**config.mk**
```make
export PLATFORM = sky130hd
export DESIGN_NAME = plc_cell
export DESIGN_NICKNAME = d
export VERILOG_FILES = /design/src/design/plc_pkg.sv /design/src/design/plc_cell.sv
export SDC_FILE = /design/constraint.sdc
export NUM_CORES = 1
export LEC_CHECK = 0
export BUFFER_PORTS_ARGS = -buffer_cell sky130_fd_sc_hd__buf_2
export CAP_MARGIN = 20
export CORE_MARGIN = 10
export CORE_UTILIZATION = 41
export CTS_CLUSTER_SIZE = 24
export DETAILED_ROUTE_END_ITERATION = 6
export PLACE_DENSITY = 0.95
export SKIP_CTS_REPAIR_TIMING = 1
export SYNTH_ARGS = -nofsm -noshare
export SYNTH_HDL_FRONTEND = slang
export SYNTH_SLANG_ARGS = --single-unit
```
**constraint.sdc**
```tcl
create_clock -name clk -period 1.15 [get_ports clk]
set_input_delay 0.115 -clock clk [delete_from_list [all_inputs] [get_ports clk]]
set_output_delay 0.115 -clock clk [all_outputs]
set_load 0.1 [all_outputs]
```
**src/design/plc_pkg.sv**
```systemverilog
// Package for the positional list store: action and error codes,
// cell command codes and the request/response payload structs.
// No dependencies.
`default_nettype none

package plc_pkg;

	localparam int ACT_W  = 3;
	localparam int POS_W  = 7;
	localparam int VAL_W  = 32;
	localparam int NLEN_W = 16;
	localparam int LEN_W  = 7;
	localparam int ERR_W  = 2;

	typedef enum logic [ACT_W-1:0] {
		ACT_READ      = 3'd0,
		ACT_APPEND    = 3'd1,
		ACT_INSERT    = 3'd2,
		ACT_DELETE    = 3'd3,
		ACT_OVERWRITE = 3'd4,
		ACT_SET_LEN   = 3'd5
	} act_t;

	typedef enum logic [ERR_W-1:0] {
		ERR_OK   = 2'd0,
		ERR_POS  = 2'd1,
		ERR_FULL = 2'd2,
		ERR_LEN  = 2'd3
	} err_t;

	// What every cell in the row does on one edge.
	typedef enum logic [1:0] {
		CELL_HOLD = 2'd0,
		CELL_PUT  = 2'd1,
		CELL_INS  = 2'd2,
		CELL_DEL  = 2'd3
	} cell_op_t;

	typedef struct packed {
		err_t err;
		logic rd_ok;
	} plc_stat_t;

	typedef struct packed {
		logic [ACT_W-1:0]  action;
		logic [POS_W-1:0]  position;
		logic [VAL_W-1:0]  value;
		logic [NLEN_W-1:0] new_length;
	} plc_req_t;

	typedef struct packed {
		logic [VAL_W-1:0] read_value;
		logic [LEN_W-1:0] length;
		logic [ERR_W-1:0] error;
	} plc_rsp_t;

endpackage

`default_nettype wire

```
**src/design/plc_cell.sv**
```systemverilog
// One storage cell of the row: holds an element, loads new data or takes
// its left or right neighbor when its index lies in [lo, hi). Depends on plc_pkg.
`default_nettype none

module plc_cell #(
	parameter int ELEM_WIDTH = 32,
	parameter int CNT_W      = 7,
	parameter int IDX        = 0
) (
	input  logic                    clk,
	input  logic                    arst_n,
	input  plc_pkg::cell_op_t       op,
	input  logic [CNT_W-1:0]        lo,
	input  logic [CNT_W-1:0]        hi,
	input  logic [ELEM_WIDTH-1:0]   value,
	input  logic [ELEM_WIDTH-1:0]   left,
	input  logic [ELEM_WIDTH-1:0]   right,
	output logic [ELEM_WIDTH-1:0]   data
);
	import plc_pkg::*;

	localparam logic [CNT_W-1:0] IDX_C = CNT_W'(IDX);

	logic                  in_rng;
	logic [ELEM_WIDTH-1:0] data_d;
	logic [ELEM_WIDTH-1:0] data_q;

	assign in_rng = (lo <= IDX_C) && (IDX_C < hi);

	always_comb begin
		data_d = data_q;
		case (op)
			CELL_PUT: if (in_rng) data_d = value;
			CELL_INS: if (in_rng) data_d = (IDX_C == lo) ? value : left;
			CELL_DEL: if (in_rng) data_d = right;
			default:  data_d = data_q;
		endcase
	end

	always_ff @(posedge clk or negedge arst_n) begin
		if (!arst_n) data_q <= '0;
		else         data_q <= data_d;
	end

	assign data = data_q;

endmodule

`default_nettype wire

```
==> run_results.csv, run 1 <==
group,metric,value,unit
status,status,"finished, violations left",
status,violations,"negative setup slack",
cts,cts_made_buffers,5,
worst_setup_path,cp.arrival,1370,ps
layout,fin_nets,347,
power,power_density,1410,nW/um^2
sta,period_minus_slack,1210,ps
logic_synthesis,ys_warn_count,0,
sta,period_share,105,%
power,power_switching,1820,uW
drt,drtIter0Drc,32,
place,port_buffers,113,
power,total_power,4420,uW
logic_synthesis,synth_top_family_by_area,"multiplexers",
power,internal_power,2600,uW
layout,n_fill_cell,220,
grt,grt_pass1_vias,1716,
cts,clk_latency,270,ps
sta,finalSetupViolCount,32,
worst_setup_path,slowest_stage,"nor4_4",
worst_setup_path,path_max_fanout,7,
logic_synthesis,synthTopCellsByCount,"mux2_2 (34), dfrtp_1 (32), mux2_4 (30), buf_1 (3), buf_6 (3)",
worst_setup_path,crit_path_start_kind,"primary input",
worst_setup_path,critPathCaptureType,"flip-flop",
flow_run,drv_cap,0,
logic_synthesis,ys_ff_latch,32,
logic_synthesis,synthCells,109,
sta,finalClockSkew,0,ps
sta,hold_viol_final,0,
power,p_comb_share,49.2,%
drt,drt_pre_antenna_iters,4,
sta,tightest_slew,406,ps
floorplan,num_rows,23,
worst_setup_path,critPathBufInv,2,
layout,largest_register_ffs,32,
layout,stdcell_area,3140,sq um
worst_setup_path,reg2reg_slack,330,ps
worst_setup_path,required,1310,ps
power,clkPwrFrac,18.1,%
grt,grt_max_degree,33,
worst_hold_path,hold_path_startpoint,"value[24]",
worst_setup_path,cpLargestDelayFamily,"buffers and inverters",
logic_synthesis,avgSynthCellArea,15.9,sq um
logic_synthesis,ys_seq_area_share,46.3,%
grt,antenna_found_initial,0,
worst_setup_path,worstPathCellList,"buf_6 > nor4_4 > o2111ai_4 > clkbuf_16 > mux2_4",
worst_setup_path,startpoint,"lo[6]",
logic_synthesis,synth_compound_area_share,0.868,%
cts,clk_pin_slew,70,ps
place,gp_congestion,0.711,
layout,layout-drive-gt1-share,97.0,%
logic_synthesis,yosysMostFrequentCell,"mux2_2",
drt,vias,1427,
power,power_frac_seq,32.8,%
power,ir_drop,0.000685,V
sta,rsz0062_at_grt,"true",
power,p_leak,0.00156,uW
floorplan,coreArea,4030,sq um
logic_synthesis,synth_top_cells_by_area,"dfrtp_1 (46%), mux2_4 (26%), mux2_2 (22%)",
floorplan,die_area,7220,sq um
logic_synthesis,yosys.area_share.adder,0,%
floorplan,io_pins,146,
logic_synthesis,ys.flop_type,"dfrtp_1",
logic_synthesis,synth.largest_area_cell,"dfrtp_1",
cts,clock_sinks,32,
drt,wl,6300,microns
logic_synthesis,synth_top_area_share,46.3,%
layout,antenna_cells,0,
drt,drc,0,
cts,cts-htree-levels,2,
floorplan,start_util,43.0,%
sta,worst_slack,-56.2,ps
floorplan,die_x,85.0,microns
logic_synthesis,yosys-mux-area-fraction,48.2,%
drt,drt-vias-per-instance,5.04,
worst_setup_path,crit_type,"in2reg",
power,p_sw_share,41.1,%
logic_synthesis,synth_area,1730,sq um
layout,synthToLayoutAreaGrowth,81.5,%
worst_hold_path,hp-class,"in2reg",
place,hpwlAfterDp,4730,microns
place,place_area,2970,sq um
worst_setup_path,critical-path-max-stage-delay,320,ps
logic_synthesis,synth_fp_nets,223,
grt,gr-total-overflow,0,
floorplan,die_h,85.0,microns
sta,relSlewSlack,72.9,%
drt,ant_nets,0,
sta,drv_slew,0,
drt,wire_per_inst,22.3,microns
logic_synthesis,synth_edf_count,0,
cts,cts-root-buf,"clkbuf_8",
cts,tritoncts,"built",
grt,track_usage,14.9,%
worst_setup_path,r2r_start,"data[29]",
sta,fmax,0.829,GHz
cts,clockBufferDepth,2,
logic_synthesis,synth_cell_types,10,
logic_synthesis,async_flop_share,100,%
logic_synthesis,synth_xor_area_share,0,%
logic_synthesis,synthSimpleGateAreaFrac,2.10,%
grt,grt_pass1_wl,8590,microns
placed cells by master (no fill, tap or decap):
cell | Yosys | layout
clkinv_2 | 0 | 1
o2111ai_4 | 0 | 1
dlygate4sd3_1 | 0 | 1
buf_4 | 0 | 3
mux2_4 | 30 | 32
buf_2 | 0 | 77
clkbuf_1 | 0 | 1
buf_6 | 3 | 4
clkbuf_8 | 0 | 5
dfrtp_1 | 32 | 1
dfrtp_2 | 0 | 31
mux2_2 | 34 | 32
nor3_1 | 2 | 2
nor4_4 | 0 | 2
buf_12 | 0 | 36
nand2_1 | 2 | 2
clkbuf_16 | 0 | 2
power groups by stage:
stage | registers, uW | logic, uW | clock network (uW)
after floorplan | 2370 | 317 | 0
after global placement | 1450 | 2120 | 0
after detailed placement | 1460 | 2160 | 0
after CTS | 1450 | 2160 | 826
after global routing | 1460 | 2230 | 876
final | 1450 | 2170 | 798
through the flow:
step                      utilization (%)  hold slack (ps)  setup WS (ps)  std cells  setup TNS, ps
after floorplan                         -             -181          -98.9        109          -2680
after global placement               73.7             33.4           -249        273          -7280
after detailed placement             73.7             43.4           -322        273          -8910
after CTS                            75.7             -261          -25.2        280          -25.2
after global routing                 78.0              192          -97.9        283          -2490
final                                78.0              195          -56.2        283          -1340
final cells by class:
cell class / instances / area, sq um / area share, %
repair buffers: 123 / 1230 / 39.3
multi-input cells: 71 / 927 / 29.5
clock buffers: 6 / 72.6 / 2.31
well taps: 50 / 62.6 / 1.99
clock inverters: 1 / 5.00 / 0.159
flip-flops and latches: 32 / 840 / 26.7
per-layer routing:
| layer | vias up | wire length [microns] | track usage [%] |
|---|---|---|---|
| li1 | 644 | - | - |
| met1 | 685 | 2180 | 13.0 |
| met2 | 85 | 3210 | 26.6 |
| met3 | 13 | 776 | 10.5 |
| met4 | 0 | 139 | 4.64 |
| met5 | - | 0 | 0 |
logic make-up after synthesis:
logic type,Yosys count
AO/OA/AOI/OAI,1
AND/OR/NAND/NOR,6
buffers and inverters,6
multiplexers,64
flip-flops,32
path summary, 6_finish.rpt:
check / end / depth (start not counted)
worst max register to register: data[29] / 1
max in group asynchronous: data[28] / 3
min in group asynchronous: data[14] / 2
worst min-delay path: data[24] / 3
worst max-delay path: data[29] / 5
worst min register to register: data[10] / 1
Power figures use the tool's default switching activity.
==> run 2, diff against run 1 <==
--- a/config.mk
+++ b/config.mk
@@ -5,10 +5,11 @@
 export SDC_FILE = /design/constraint.sdc
 export NUM_CORES = 1
 export LEC_CHECK = 0
+export ABC_AREA = 1
 export BUFFER_PORTS_ARGS = -buffer_cell sky130_fd_sc_hd__buf_2
 export CAP_MARGIN = 20
 export CORE_MARGIN = 10
-export CORE_UTILIZATION = 41
+export CORE_UTILIZATION = 48
 export CTS_CLUSTER_SIZE = 24
 export DETAILED_ROUTE_END_ITERATION = 6
 export PLACE_DENSITY = 0.95
==> run 2 against run 1 <==
Net effect:
- the flow now finishes without violations
- cell count up 120%
- synthesized area increased by 45%
- clock power up 49%
- critical path type is now reg2out
- largest cell class unchanged
- largest power group unchanged
==> run_results.csv, run 2 <==
group,metric,value,unit
status,status,"finished clean",
drt,wl,9560,microns
cts,cts-root-buf,"clkbuf_8",
layout,fin_nets,668,
sta,relSlewSlack,75.0,%
layout,final_common_cell,"buf_2",
place,gp_congestion,0.813,
logic_synthesis,synth_edf_count,0,
layout,stdcell_area,4030,sq um
grt,track_usage,21.7,%
logic_synthesis,synthCells,410,
floorplan,num_rows,26,
floorplan,coreArea,5070,sq um
sta,tightest_slew,375,ps
drt,ant_nets,0,
worst_setup_path,slowest_stage,"dfrtp_2",
drt,drt_pre_antenna_iters,4,
power,total_power,5950,uW
sta,period_minus_slack,1020,ps
place,place_area,3890,sq um
cts,clock_sinks,32,
worst_setup_path,cp.arrival,900,ps
floorplan,die_area,8520,sq um
drt,drtIter0Drc,240,
worst_setup_path,required,1030,ps
sta,rsz0062_at_grt,"false",
drt,drc,0,
sta,hold_viol_final,0,
worst_setup_path,critical-path-max-stage-delay,440,ps
floorplan,die_h,92.3,microns
grt,antenna_found_initial,0,
logic_synthesis,synth_fp_nets,524,
cts,clk_pin_slew,70,ps
floorplan,die_x,92.3,microns
floorplan,start_util,49.5,%
sta,fmax,0.984,GHz
sta,tns,0,ps
power,ir_drop,0.000883,V
layout,antenna_cells,0,
logic_synthesis,synth_top_area_share,31.9,%
logic_synthesis,ys_ff_latch,32,
logic_synthesis,yosysMostFrequentCell,"inv_1",
grt,grt_pass1_vias,3460,
layout,largest_register_ffs,32,
logic_synthesis,synthTopCellsByCount,"inv_1 (74), nor2_1 (71), nand2_1 (70), nand3_1 (66)",
cts,cts_made_buffers,5,
cts,cts-htree-levels,2,
grt,gr-total-overflow,0,
logic_synthesis,synth_cell_types,17,
grt,grt_pass1_wl,15400,microns
cts,clk_latency,280,ps
drt,wire_per_inst,15.3,microns
flow_run,drv_cap,0,
logic_synthesis,ys_seq_area_share,31.9,%
worst_setup_path,path_max_fanout,2,
layout,layout-drive-gt1-share,39.5,%
worst_setup_path,cpLargestDelayFamily,"flip-flops",
worst_hold_path,hp-class,"in2reg",
sta,finalSetupViolCount,0,
worst_setup_path,critPathCaptureType,"primary output",
logic_synthesis,async_flop_share,100,%
sta,period_share,88.4,%
logic_synthesis,ys_warn_count,0,
logic_synthesis,synth.largest_area_cell,"dfrtp_1",
layout,synthToLayoutAreaGrowth,60.3,%
power,power_density,1480,nW/um^2
sta,finalClockSkew,0,ps
place,port_buffers,145,
place,hpwlAfterDp,7610,microns
drt,drt-vias-per-instance,5.22,
grt,grt_max_degree,42,
logic_synthesis,synth_top_cells_by_area,"dfrtp_1 (32%), nand3_1 (13%), inv_1 (11%)",
worst_setup_path,critPathBufInv,1,
cts,clockBufferDepth,2,
worst_setup_path,reg2reg_slack,400,ps
cts,tritoncts,"built",
worst_setup_path,crit_type,"reg2out",
worst_setup_path,worstPathCellList,"buf_12",
worst_setup_path,crit_path_start_kind,"flip-flop",
layout,final_cell_mix,"buf_2 (113), inv_1 (74), nor2_1 (71)",
logic_synthesis,avgSynthCellArea,6.12,sq um
logic_synthesis,synth_area,2510,sq um
drt,vias,3260,
floorplan,io_pins,146,
logic_synthesis,ys.flop_type,"dfrtp_1",
power,p_leak,0.00218,uW
sta,drv_slew,0,
-- run 2: cell types whose count changed after synthesis, moves of 16 or more --
| cell | previous run | this run |
|---|---|---|
| a21oi_1 | 0 | 22 |
| buf_2 | 0 | 16 |
| inv_1 | 0 | 74 |
| mux2_2 | 34 | 0 |
| mux2_4 | 30 | 0 |
| nand2_1 | 2 | 70 |
| nand3_1 | 0 | 66 |
| nor2_1 | 0 | 71 |
| o21ai_0 | 0 | 32 |
-- run 2: logic make-up (layout without fill, tap and decap cells) --
logic type             count (synthesis)  in the layout  share of synthesized area [%]
flip-flops                            32             32                           31.9
buffers and inverters                100            245                           16.3
AO/OA/AOI/OAI                         64             64                           14.2
AND/OR/NAND/NOR                      214            214                           37.5
-- run 2: per-layer routing --
metal  vias to the layer above  share of wire [%]  track usage, %
li1                       1553                  -               -
met4                         0                3.4            9.25
met1                      1492                 34            21.7
met2                       187                 53            40.4
met3                        28                9.6            6.86
met5                         -                  0               0
-- run 2: area by class of cell --
class,instances,area [sq um]
Multi-Input combinational cell,278,1300
Sequential cell,32,841
Clock buffer,7,96.3
Inverter,74,278
Tap cell,70,87.6
Clock inverter,1,30.0
Fill cell,337,1050
Timing Repair Buffer,163,1390
-- run 2: path summary, 6_finish.rpt --
| path | from | endpoint | cells after the start |
|---|---|---|---|
| hold reg to reg | data[15] | data[15] | 2 |
| setup reg to reg | data[12] | data[12] | 2 |
| max in group asynchronous | arst_n | data[20] | 3 |
| hold / removal | left[20] | data[20] | 5 |
| setup / recovery | data[23] | data[23] | 1 |
| min in group asynchronous | arst_n | data[27] | 2 |
-- run 2: report_power, final --
part           leakage [uW]  internal [uW]  switching, uW
combinational       0.00175           1130           2020
sequential         0.000371           1370            241
clock             0.0000645            764            429
total               0.00218           3260           2690
-- run 2: worst reg2reg max path: cells and delay by family (launching register included) --
family	cells	cell delay (ps)
compound gates	1	40
simple gates	1	160
flops	1	440
-- run 2: stage by stage --
stage | utilization [%] | hold WS [ps] | std cells | setup WS, ps
global placement | 76.7 | 41.8 | 616 | -42.8
finish | 79.3 | 163 | 625 | 134
detailed placement | 76.7 | 47.5 | 616 | -92.0
floorplan | - | -181 | 410 | 82.2
global route | 79.3 | 173 | 625 | 33.1
CTS | 79.1 | -258 | 624 | 131
