--- src/design/plc_pkg.sv ---
// Package for the positional list store: action and error codes,
// cell command codes and the request/response payload structs.
// No dependencies.
`default_nettype none

package plc_pkg;

	localparam int ACT_W  = 3;
	localparam int POS_W  = 7;
	localparam int VAL_W  = 32;
	localparam int NLEN_W = 16;
	localparam int LEN_W  = 7;
	localparam int ERR_W  = 2;

	typedef enum logic [ACT_W-1:0] {
		ACT_READ      = 3'd0,
		ACT_APPEND    = 3'd1,
		ACT_INSERT    = 3'd2,
		ACT_DELETE    = 3'd3,
		ACT_OVERWRITE = 3'd4,
		ACT_SET_LEN   = 3'd5
	} act_t;

	typedef enum logic [ERR_W-1:0] {
		ERR_OK   = 2'd0,
		ERR_POS  = 2'd1,
		ERR_FULL = 2'd2,
		ERR_LEN  = 2'd3
	} err_t;

	// What every cell in the row does on one edge.
	typedef enum logic [1:0] {
		CELL_HOLD = 2'd0,
		CELL_PUT  = 2'd1,
		CELL_INS  = 2'd2,
		CELL_DEL  = 2'd3
	} cell_op_t;

	typedef struct packed {
		err_t err;
		logic rd_ok;
	} plc_stat_t;

	typedef struct packed {
		logic [ACT_W-1:0]  action;
		logic [POS_W-1:0]  position;
		logic [VAL_W-1:0]  value;
		logic [NLEN_W-1:0] new_length;
	} plc_req_t;

	typedef struct packed {
		logic [VAL_W-1:0] read_value;
		logic [LEN_W-1:0] length;
		logic [ERR_W-1:0] error;
	} plc_rsp_t;

endpackage

`default_nettype wire

--- src/design/plc_ctrl.sv ---
// Action decoder: checks position against the count and the new length against
// DEPTH, picks the cell command for the row and the next count. Depends on plc_pkg.
`default_nettype none

module plc_ctrl #(
	parameter int DEPTH = 64,
	parameter int CNT_W = 7
) (
	input  logic                     fire,
	input  logic [2:0]               action,
	input  logic [6:0]               position,
	input  logic [15:0]              new_length,
	input  logic [CNT_W-1:0]         count,
	output plc_pkg::cell_op_t        op,
	output logic [CNT_W-1:0]         lo,
	output logic [CNT_W-1:0]         hi,
	output logic [CNT_W-1:0]         next_count,
	output plc_pkg::plc_stat_t       stat
);
	import plc_pkg::*;

	localparam int CMP_W = ((CNT_W > NLEN_W) ? CNT_W : NLEN_W) + 1;

	logic [CMP_W-1:0] pos_w;
	logic [CMP_W-1:0] cnt_w;
	logic [CMP_W-1:0] nlen_w;
	logic [CMP_W-1:0] dep_w;
	logic             pos_in;
	logic             full;
	cell_op_t         op_d;

	assign pos_w  = CMP_W'(position);
	assign cnt_w  = CMP_W'(count);
	assign nlen_w = CMP_W'(new_length);
	assign dep_w  = CMP_W'(DEPTH);
	// count never exceeds DEPTH, so this also keeps the position in the row
	assign pos_in = pos_w < cnt_w;
	assign full   = cnt_w == dep_w;

	always_comb begin
		op_d       = CELL_HOLD;
		lo         = '0;
		hi         = '0;
		next_count = count;
		stat.err   = ERR_OK;
		stat.rd_ok = 1'b0;
		unique case (act_t'(action))
			ACT_READ: begin
				if (pos_in) stat.rd_ok = 1'b1;
				else        stat.err   = ERR_POS;
			end
			ACT_APPEND: begin
				if (full) begin
					stat.err = ERR_FULL;
				end else begin
					op_d       = CELL_PUT;
					lo         = count;
					hi         = CNT_W'(cnt_w + 1'b1);
					next_count = CNT_W'(cnt_w + 1'b1);
				end
			end
			ACT_INSERT: begin
				if (pos_w > cnt_w) begin
					stat.err = ERR_POS;
				end else if (full) begin
					stat.err = ERR_FULL;
				end else begin
					op_d       = CELL_INS;
					lo         = CNT_W'(pos_w);
					hi         = CNT_W'(cnt_w + 1'b1);
					next_count = CNT_W'(cnt_w + 1'b1);
				end
			end
			ACT_DELETE: begin
				if (!pos_in) begin
					stat.err = ERR_POS;
				end else begin
					// old top cell keeps its value
					op_d       = CELL_DEL;
					lo         = CNT_W'(pos_w);
					hi         = CNT_W'(cnt_w - 1'b1);
					next_count = CNT_W'(cnt_w - 1'b1);
				end
			end
			ACT_OVERWRITE: begin
				if (!pos_in) begin
					stat.err = ERR_POS;
				end else begin
					op_d = CELL_PUT;
					lo   = CNT_W'(pos_w);
					hi   = CNT_W'(pos_w + 1'b1);
				end
			end
			ACT_SET_LEN: begin
				if (nlen_w > dep_w) stat.err   = ERR_LEN;
				else                next_count = CNT_W'(nlen_w);
			end
			default: begin
			end
		endcase
	end

	assign op = fire ? op_d : CELL_HOLD;

endmodule

`default_nettype wire

--- config.mk ---
export PLATFORM = sky130hd
export DESIGN_NAME = plc_ctrl
export DESIGN_NICKNAME = d
export VERILOG_FILES = /design/src/design/plc_pkg.sv /design/src/design/plc_ctrl.sv
export SDC_FILE = /design/constraint.sdc
export NUM_CORES = 1
export LEC_CHECK = 0
export BUFFER_PORTS_ARGS = -buffer_cell sky130_fd_sc_hd__buf_2
export CORE_ASPECT_RATIO = 0.6
export CORE_MARGIN = 3
export CORE_UTILIZATION = 49
export DETAILED_ROUTE_END_ITERATION = 8
export GPL_ROUTABILITY_DRIVEN = 0
export PLACE_DENSITY = 0.86
export SLEW_MARGIN = 20
export SYNTH_ARGS = -nofsm -noshare
export SYNTH_HDL_FRONTEND = slang
export SYNTH_SLANG_ARGS = --single-unit
export TNS_END_PERCENT = 20
--- constraint.sdc ---
create_clock -name vclk -period 3.65
set_clock_uncertainty 0.05 [all_clocks]
set_input_delay 0.5475 -clock vclk [all_inputs]
set_output_delay 0.5475 -clock vclk [all_outputs]
set_load 0.01 [all_outputs]
==> results of run 1 <==
power breakdown:
part	switching, mW	leakage (nW)	internal, mW	total, mW
Sequential	0	0	0	0
Clock	0	0	0	0
Combinational	0.116	0.781	0.0816	0.197
layer usage:
layer	vias up	part of all wire, %
li1	809	-
met1	777	45
met2	130	40
met3	6	14
met4	0	0.94
met5	-	0
final timing paths:
| kind | start | endpoint | slack [ns] | cells past startpoint |
|---|---|---|---|---|
| min | fire | op[1] | 1.38 | 4 |
| max | count[4] | next_count[1] | 0.20 | 9 |
synth_stat cells, types with 2 or more instances:
| master | count |
|---|---|
| a211o_1 | 2 |
| a21o_1 | 4 |
| a21oi_1 | 12 |
| a221o_2 | 3 |
| a22oi_1 | 5 |
| a32oi_1 | 3 |
| and2_1 | 3 |
| and4b_1 | 2 |
| clkbuf_1 | 5 |
| ha_1 | 13 |
| inv_1 | 12 |
| nand2_1 | 15 |
| nand2b_1 | 4 |
| nand3_1 | 9 |
| nand3b_1 | 3 |
| nor2_1 | 9 |
| nor3_1 | 9 |
| nor3b_1 | 2 |
| nor4_1 | 5 |
| nor4b_1 | 2 |
| o211ai_1 | 2 |
| o21ai_0 | 13 |
| o22ai_1 | 2 |
| xnor2_1 | 5 |
| xor2_1 | 4 |
metrics by stage:
step	hold slack, ns	setup WS, ns	area, sq um
after floorplan	1.15	0.530	1190
after global placement	1.36	0.343	1550
after detailed placement	1.37	0.256	1550
after CTS	1.38	0.257	1550
after global routing	1.40	0.0331	1550
final	1.38	0.197	1550
cell families after synthesis:
| group | Yosys count | synth area share (%) |
|---|---|---|
| simple gates | 76 | 37.7 |
| buf+inv | 19 | 6.19 |
| compound gates | 59 | 34.9 |
| fa+ha+maj | 13 | 13.6 |
| mux | 1 | 0.944 |
| xor+xnor | 9 | 6.61 |
layout make-up:
type                       instances  area [sq um]
multi-input combinational        158          1120
fill                             208           682
timing repair buffer              66           345
inverter                          12          45.0
tap                               30          37.5
==> key figures, run 1 <==
Synthesis
  • Post-Syn Nets: about 220
  • Syn_area_per_cell: between 6 and 7 sq um
  • Largest cells by area after synthesis: ha_1 (14%), o21ai_0 (5.5%), a21oi_1 (5.0%), nand2_1 (4.7%), nand3_1 (3.8%)
  • Area of the mapped netlist: ~1200 sq um
  • Post-synth top area share: 13.6%
  • Yosys cell types: 54
  • Leading area contributor after synthesis: ha_1
  • Post-Synthesis Cells: 177
  • Seq/Total Area, Yosys: 0%
  • Number of synthesis warnings: 0

Finish
  • Clock buffer count: 0
  • Share of cells above drive strength 1: 33.1%
  • Seq_cells: 0
  • Antenna Cells: 0
  • Area growth, synth to finish: 29.7%
  • Most common cell after layout, fill and taps aside: buf_2
  • Most frequent cells in the layout: buf_2 (60), nand2_1 (15), o21ai_0 (13), ha_1 (13)
  • Layout Utilization: 69.4%
  • Nets@finish: about 290
  • Reg area: 0 sq um
  • Cell Count, Final, Fillers Out: roughly 270

Pwr
  • Power Density: between 100 and 150 nW/um^2
  • Tot Pwr: around 0.2 mW
  • Static Leak: 0.781 nW
  • VDD IR max: 0.0615 mV

Worst setup path
  • Most used cell along the critical path: buf_2
  • Critical path endpoint category: primary output
  • WP buf/inv: 3
  • CP peak stage delay: 0.37 ns
  • Critical path, cell by cell: buf_2, inv_1, ha_1, and4_1, a21boi_2, o21ai_0, mux2_2, a211o_2, buf_2
  • CP max FO: 9
  • Critical Path RT: 3.05 ns
  • CP arrival: 2.86 ns
  • Slowest cell on the critical path: mux2_2
  • Setup CP Type: input pin to primary output
  • Critical path's top delay family: compound AO/OA/AOI/OAI gates
  • Crit start category: input pin

CTS
  • # hold bufs at CTS: 0
  • Setup Fix Bufs, Post-CTS: 0
  • # resized after CTS: 0

Global route
  • Total track usage: approximately 28%
  • Met3 track demand over resource: between 2 and 3%
  • Largest net degree at the start of global routing: 15
  • Initial antenna violation count: 0
  • Routing usage on met1: between 40% and 50%
  • Most used routing layer: met1
  • Total grt overflow: 0
  • Vias in the first global route: 1451
  • Met2 usage: between 40% and 50%
  • First-pass GRT wire length: about 7100 microns

Floorplanning
  • Die Ht: between 40 and 50 microns
  • Die area: 3080 sq um
  • Std-Cell Rows: 13
  • Core ar.: about 2200 sq um
  • Die Wd: between 60 and 70 microns
  • IO Count: 60
  • Starting Density: around 54%

Timing
  • TNS Setup: 0 ns
  • Setup violations, final: 0
  • Final hold viol count: 0
  • Final period util: 94.6%
  • Min cycle time layout: roughly 3.5 ns
  • Slew Viols, Final: 0
  • Slew @ Worst Pin: 0.597 ns
  • RSZ-0062 raised after global routing: no
  • Max-slew headroom: between 50% and 60%
  • Maximum clock frequency: between 200 and 300 MHz

Run status
  • Outcome: complete, no violations

Placement
  • Dpl hpwl: roughly 3700 microns
  • Dpl cells: between 200 and 300
  • PortBufs: 60

Route
  • DR vias: between 1500 and 2000
  • DRT iter0 DRCs: 198
  • Vias per cell: 6.47
  • Post-DR wirelength/cell: approximately 17 microns
  • DRC: 0
  • Final WL: about 4600 microns
  • Post-route ant nets: 0
  • 1st-pass router iterations: 5

Run
  • Max Cap Viol: 0

Worst hold path
  • Hold Crit Class: input pin to primary output
Power figures use the tool's default switching activity.
==> run 2, diff against run 1 <==
Settings changed: BUFFER_PORTS_ARGS -buffer_cell sky130_fd_sc_hd__buf_2 to not set, CORE_UTILIZATION 49 to 55, DONT_BUFFER_PORTS set to 1, GPL_ROUTABILITY_DRIVEN 0 to not set, PLACE_DENSITY 0.86 to 0.7.
==> run 2 against run 1 <==
Non-clock buffer count shrank 61. Die area fell by 9.7%. Power decreased by 31%. Critical path depth shrank 3. First-iteration DRC count increased by 12%. Routed wire length grew 0.39%. Cell count fell by 24%. Utilization shrank 6.1 points. Largest power group unchanged. Highest routed layer unchanged.
==> key figures, run 2 (same netlist as run 1, synthesis figures left out) <==
Finish
  • Antenna Cells: 0 (unchanged)
  • Layout Utilization: 63.3% (was 69.4%)
  • Nets@finish: 224 (was 285)
  • Area growth, synth to finish: 3.67% (was 29.7%)
  • Reg area: 0 sq um (unchanged)
  • Seq_cells: 0 (unchanged)
  • Most frequent cells in the layout: nand2_1 (15), o21ai_0 (13), ha_1 (13) (was buf_2 (60), nand2_1 (15), o21ai_0 (13), ha_1 (13))
  • Share of cells above drive strength 1: 9.71% (was 33.1%)
  • Most common cell after layout, fill and taps aside: nand2_1 (was buf_2)
  • Clock buffer count: 0 (unchanged)

Pwr
  • Power Density: 111 nW/um^2 (was 127 nW/um^2)
  • Clk network pwr share: 0% (about the same)
  • P_int: 0.0526 mW (was 0.0816 mW)
  • Switching Fraction: 61.6% (was 58.6%)
  • Switching pwr: 0.0844 mW (was 0.116 mW)
  • Sequential group share of total power: 0% (about the same)
  • Static Leak: 0.517 nW (was 0.781 nW)
  • Logic gate share of total power: 100.0% (about the same)
  • VDD IR max: 0.0525 mV (was 0.0615 mV)
  • Tot Pwr: 0.137 mW (was 0.197 mW)

Run status
  • Outcome: complete, no violations (unchanged)

Worst setup path
  • CP arrival: 2.62 ns (was 2.86 ns)
  • Setup CP Type: input pin to primary output (unchanged)
  • Crit start category: input pin (unchanged)
  • CP max FO: 9 (unchanged)
  • Critical Path RT: 3.05 ns (about the same)
  • Critical path's top delay family: compound AO/OA/AOI/OAI gates (unchanged)
  • Critical path, cell by cell: inv_1, ha_1, nor3b_1, nand3_1, a21oi_1, o21ai_0 (was buf_2, inv_1, ha_1, and4_1, a21boi_2, o21ai_0, mux2_2, a211o_2, buf_2)
  • WP buf/inv: 1 (was 3)
  • Critical path endpoint category: primary output (unchanged)
  • Slowest cell on the critical path: a21oi_1 (was mux2_2)
  • CP peak stage delay: 0.60 ns (was 0.37 ns)

Global route
  • Total track usage: 32.0% (was 28.0%)
  • First-pass GRT wire length: 7050 microns (was 7070 microns)
  • Total grt overflow: 0 (unchanged)
  • Initial antenna violation count: 0 (unchanged)
  • Routing usage on met1: 44.7% (was 43.4%)
  • Most used routing layer: met2 (was met1)
  • Met3 track demand over resource: 8.58% (was 2.72%)
  • Largest net degree at the start of global routing: 15 (unchanged)
  • Met2 usage: 47.7% (was 41.3%)
  • Vias in the first global route: 1430 (was 1451)

Floorplanning
  • Die Wd: 66.1 microns (was 69.7 microns)
  • Die Ht: 42.1 microns (was 44.2 microns)
  • Die area: 2780 sq um (was 3080 sq um)
  • Starting Density: 61.1% (was 53.5%)
  • Core ar.: 1950 sq um (was 2230 sq um)
  • Std-Cell Rows: 12 (was 13)
  • IO Count: 60 (unchanged)

CTS
  • Setup Fix Bufs, Post-CTS: 0 (unchanged)
  • # resized after CTS: 0 (unchanged)
  • # hold bufs at CTS: 0 (unchanged)

Timing
  • Slew Viols, Final: 0 (unchanged)
  • TNS Setup: 0 ns (unchanged)
  • Maximum clock frequency: 311 MHz (was 290 MHz)
  • Slew @ Worst Pin: 0.641 ns (was 0.597 ns)
  • Max-slew headroom: 56.9% (was 59.8%)
  • Final hold viol count: 0 (unchanged)
  • Min cycle time layout: 3.21 ns (was 3.45 ns)
  • Setup violations, final: 0 (unchanged)
  • Final period util: 88.1% (was 94.6%)
  • RSZ-0062 raised after global routing: no (unchanged)

Placement
  • Dpl hpwl: 3740 microns (was 3670 microns)
  • PortBufs: 0 (was 60)
  • Routability congestion estimate: between 1 and 1.5

Route
  • Post-route ant nets: 0 (unchanged)
  • DRC: 0 (unchanged)
  • DR vias: 1559 (was 1722)
  • Post-DR wirelength/cell: 22.6 microns (was 17.2 microns)
  • 1st-pass router iterations: 5 (unchanged)
  • Vias per cell: 7.68 (was 6.47)
  • DRT iter0 DRCs: 222 (was 198)
  • Final WL: 4590 microns (was 4570 microns)

Worst hold path
  • Hold Path Depth: 1 (was 4)
  • Worst min-delay path endpoint: stat[0] (was op[1])
  • HP Start: action[2] (was fire)
  • Hold Crit Class: input pin to primary output (unchanged)

Run
  • Max Cap Viol: 0 (unchanged)
-- run 2: cell type report --
class                           count  area (sq um)
Multi-Input combinational cell    158          1120
Fill cell                         189           716
Inverter                           12          45.0
Timing Repair Buffer                5          37.5
Tap cell                           28          35.0
-- run 2: worst max-delay path by stage --
stage,depth (start not counted),to,from
finish,6,lo[6],count[0]
global route,6,lo[4],count[0]
CTS,7,next_count[6],count[6]
detailed placement,7,next_count[6],count[6]
global placement,8,hi[6],count[6]
floorplan,8,next_count[1],count[2]
-- run 2: power by group through the flow --
| stage | Combinational [mW] | Sequential, mW | Clock [mW] |
|---|---|---|---|
| after floorplan | 0.113 | 0 | 0 |
| after global placement | 0.131 | 0 | 0 |
| after detailed placement | 0.133 | 0 | 0 |
| after CTS | 0.133 | 0 | 0 |
| after global routing | 0.149 | 0 | 0 |
| final | 0.137 | 0 | 0 |
-- run 2: routing by layer --
metal / part of all wire (%) / wire, microns / vias up
met3: 17 / 798 / 24
met5: 0 / 0 / -
li1: - / - / 691
met1: 39 / 1800 / 693
met2: 40 / 1810 / 151
met4: 3.9 / 178 / 0
-- run 2: per-stage QoR --
stage | area, sq um | hold slack, ns | worst slack (ns) | std cells
finish | 1240 | 1.10 | 0.435 | 203
global route | 1240 | 1.10 | 0.254 | 203
CTS | 1240 | 1.10 | 0.539 | 203
detailed placement | 1240 | 1.10 | 0.543 | 203
global placement | 1240 | 1.10 | 0.591 | 203
floorplan | 1190 | 1.15 | 0.530 | 177
==> run 3, diff against run 2 <==
Settings changed: ABC_AREA set to 1.
==> run 3 against run 2 <==
Cell count is 39% higher. Utilization is 3.1 points lower. Highest routed layer unchanged. Maximum frequency is 8.2% higher. Sequential share of layout area stayed put. Combinational power is 14% higher. Power is 14% higher. First-iteration DRC count is 11% lower. Worst hold slack better by 0.0045 ns. Via count is 8.4% higher.
==> key figures, run 3 <==
Run status
  • Outcome: complete, no violations (unchanged)

Synthesis
  • Adder-cell share of the synthesized area: 11.8% (was 13.6%)
  • Largest family of logic cells by synthesized area: simple AND/OR/NAND/NOR gates (unchanged)
  • Post-Syn Nets: 306 (was 224)
  • Syn_area_per_cell: 5.32 sq um (was 6.74 sq um)
  • Leading area contributor after synthesis: nand2_1 (was ha_1)
  • Leading cell types by count after synthesis: nand2_1 (78), nand3_1 (39), inv_1 (25) (was nand2_1 (15), ha_1 (13), o21ai_0 (13))
  • Largest cells by area after synthesis: nand2_1 (21%), nand3_1 (14%), ha_1 (12%), inv_1 (6.8%), nor2_1 (6.5%) (was ha_1 (14%), o21ai_0 (5.5%), a21oi_1 (5.0%), nand2_1 (4.7%), nand3_1 (3.8%))
  • XOR/XNOR share of the synthesized area: 5.08% (was 6.61%)
  • Most instantiated library cell after synthesis: nand2_1 (unchanged)
  • Number of synthesis warnings: 0 (unchanged)
  • Post-Synthesis Cells: 259 (was 177)
  • Seq/Total Area, Yosys: 0% (unchanged)
  • Mux cell area share after synthesis: 0% (was 0.944%)
  • Post-synth top area share: 21.2% (was 13.6%)
  • Compound-Gate Fraction of Synth Area: 11.5% (was 34.9%)
  • Area of the mapped netlist: 1380 sq um (was 1190 sq um)
  • Area share of and/or/nand/nor cells after synthesis: 58.9% (was 37.7%)
  • Yosys cell types: 29 (was 54)

Placement
  • Pre-CTS WS: 0.717 ns (was 0.543 ns)
  • PortBufs: 0 (unchanged)
  • Dpl hpwl: 3540 microns (was 3740 microns)
  • Routability congestion estimate: 0.959 (was 1.04)

Global route
  • Vias in the first global route: 1361 (was 1430)
  • Largest net degree at the start of global routing: 16 (was 15)
  • First-pass GRT wire length: 6760 microns (was 7050 microns)
  • Initial antenna violation count: 0 (unchanged)
  • Total track usage: 26.2% (was 32.0%)
  • Total grt overflow: 0 (unchanged)

Pwr
  • Static Leak: 0.703 nW (was 0.517 nW)
  • Power Density: 114 nW/um^2 (was 111 nW/um^2)
  • VDD IR max: 0.0505 mV (was 0.0525 mV)

Route
  • DRT iter0 DRCs: 197 (was 222)
  • Final WL: 4280 microns (was 4590 microns)
  • DRC: 0 (unchanged)
  • 1st-pass router iterations: 5 (unchanged)
  • Post-route ant nets: 0 (unchanged)
  • DR vias: 1690 (was 1559)
  • Post-DR wirelength/cell: 15.1 microns (was 22.6 microns)
  • Vias per cell: 5.97 (was 7.68)

Timing
  • Min cycle time layout: 2.97 ns (was 3.21 ns)
  • RSZ-0062 raised after global routing: no (unchanged)
  • Final period util: 81.4% (was 88.1%)
  • Max-slew headroom: 60.5% (was 56.9%)
  • Setup violations, final: 0 (unchanged)
  • Slew @ Worst Pin: 0.591 ns (was 0.641 ns)
  • PnR worst setup slack: 0.678 ns (was 0.435 ns)
  • Slew Viols, Final: 0 (unchanged)
  • TNS Setup: 0 ns (unchanged)
  • WHS: 1.10 ns (about the same)
  • Final hold viol count: 0 (unchanged)
  • Maximum clock frequency: 336 MHz (was 311 MHz)

Finish
  • Fillcell total: 239 (was 189)
  • Antenna Cells: 0 (unchanged)
  • Share of cells above drive strength 1: 10.3% (was 9.71%)
  • Seq_cells: 0 (unchanged)
  • Clock buffer count: 0 (unchanged)
  • Nets@finish: 302 (was 224)
  • Reg area: 0 sq um (unchanged)
  • Area of the multi-input gates: 1200 sq um (was 1120 sq um)
  • Area growth, synth to finish: -0.544% (was 3.67%)
  • Most frequent cells in the layout: nand2_1 (78), nand3_1 (39), inv_1 (25) (was nand2_1 (15), o21ai_0 (13), ha_1 (13))
  • Most common cell after layout, fill and taps aside: nand2_1 (unchanged)

Worst setup path
  • CP arrival: 2.37 ns (was 2.62 ns)
  • Critical Path RT: 3.05 ns (about the same)
  • Slowest cell on the critical path: ha_1 (was a21oi_1)
  • Critical path, cell by cell: inv_1, ha_1, nand2_1, inv_1, a21oi_2, nand2_2, nand2_2, nand2_1, nand2_4, nand3b_2, nand3_1 (was inv_1, ha_1, nor3b_1, nand3_1, a21oi_1, o21ai_0)
  • CP max FO: 14 (was 9)
  • Crit start category: input pin (unchanged)
  • Setup CP Type: input pin to primary output (unchanged)
  • Critical path endpoint category: primary output (unchanged)
  • CP peak stage delay: 0.28 ns (was 0.60 ns)

Floorplanning
  • Core ar.: 2280 sq um (was 1950 sq um)
  • IO Count: 60 (unchanged)
  • Std-Cell Rows: 13 (was 12)
  • Die area: 3160 sq um (was 2780 sq um)
  • Die Wd: 70.6 microns (was 66.1 microns)
  • Starting Density: 60.5% (was 61.1%)
  • Die Ht: 44.8 microns (was 42.1 microns)

CTS
  • # resized after CTS: 0 (unchanged)
  • # hold bufs at CTS: 0 (unchanged)
  • Setup Fix Bufs, Post-CTS: 0 (unchanged)

Worst hold path
  • Hold Crit Class: input pin to primary output (unchanged)

Run
  • Max Cap Viol: 0 (unchanged)
## run 3: cell count changes in the layout (fill, tap and decap cells not counted), moves of 7 or more
cell,before,now
inv_1,12,25
nand2_1,15,78
inv_2,0,8
nand3_1,9,39
o211ai_1,2,9
nand4_1,1,13
nor2_1,9,24
nor3_1,9,1
o21ai_0,13,3
## run 3: cell families (layout without fill, tap and decap cells)
logic type      Yosys count  after routing
xor+xnor                  8              8
simple gates            173            173
buf+inv                  40             34
fa+ha+maj                13             13
compound gates           25             25
## run 3: metrics by stage
step                      area (sq um)  util [%]  instances  power, mW
after floorplan                   1380         -        259      0.135
after global placement            1370      60.2        283      0.153
after detailed placement          1370      60.2        283      0.153
after CTS                         1370      60.2        283      0.154
after global routing              1370      60.2        283      0.174
final                             1370      60.2        283      0.156
## run 3: cell type report
type	instances	area share, %
Multi-Input combinational cell	219	87.8
Tap cell	30	2.74
Inverter	34	9.49
## run 3: worst max-delay path, delay by kind of cell
kind | cells | cell delay, ns
compound gates | 1 | 0.17
simple gates | 7 | 1.14
fa+ha+maj | 1 | 0.28
buf+inv | 2 | 0.23
## run 3: path summary, 6_finish.rpt
check / from / endpoint / slack, ns / cells past startpoint
worst max-delay path: count[5] / next_count[3] / 0.68 / 11
worst min-delay path: action[2] / stat[0] / 1.10 / 1
## run 3: power by group
group / total [mW] / switching (mW) / internal (mW)
logic: 0.156 / 0.109 / 0.0471
registers: 0 / 0 / 0
clock network: 0 / 0 / 0
## run 3: layer usage
layer | global-route usage (%) | part of all wire, % | vias up
met4 | 0 | 0.58 | 0
met3 | 3.78 | 14 | 6
met5 | 0 | 0 | -
li1 | - | - | 851
met1 | 44.3 | 48 | 710
met2 | 35.5 | 38 | 123
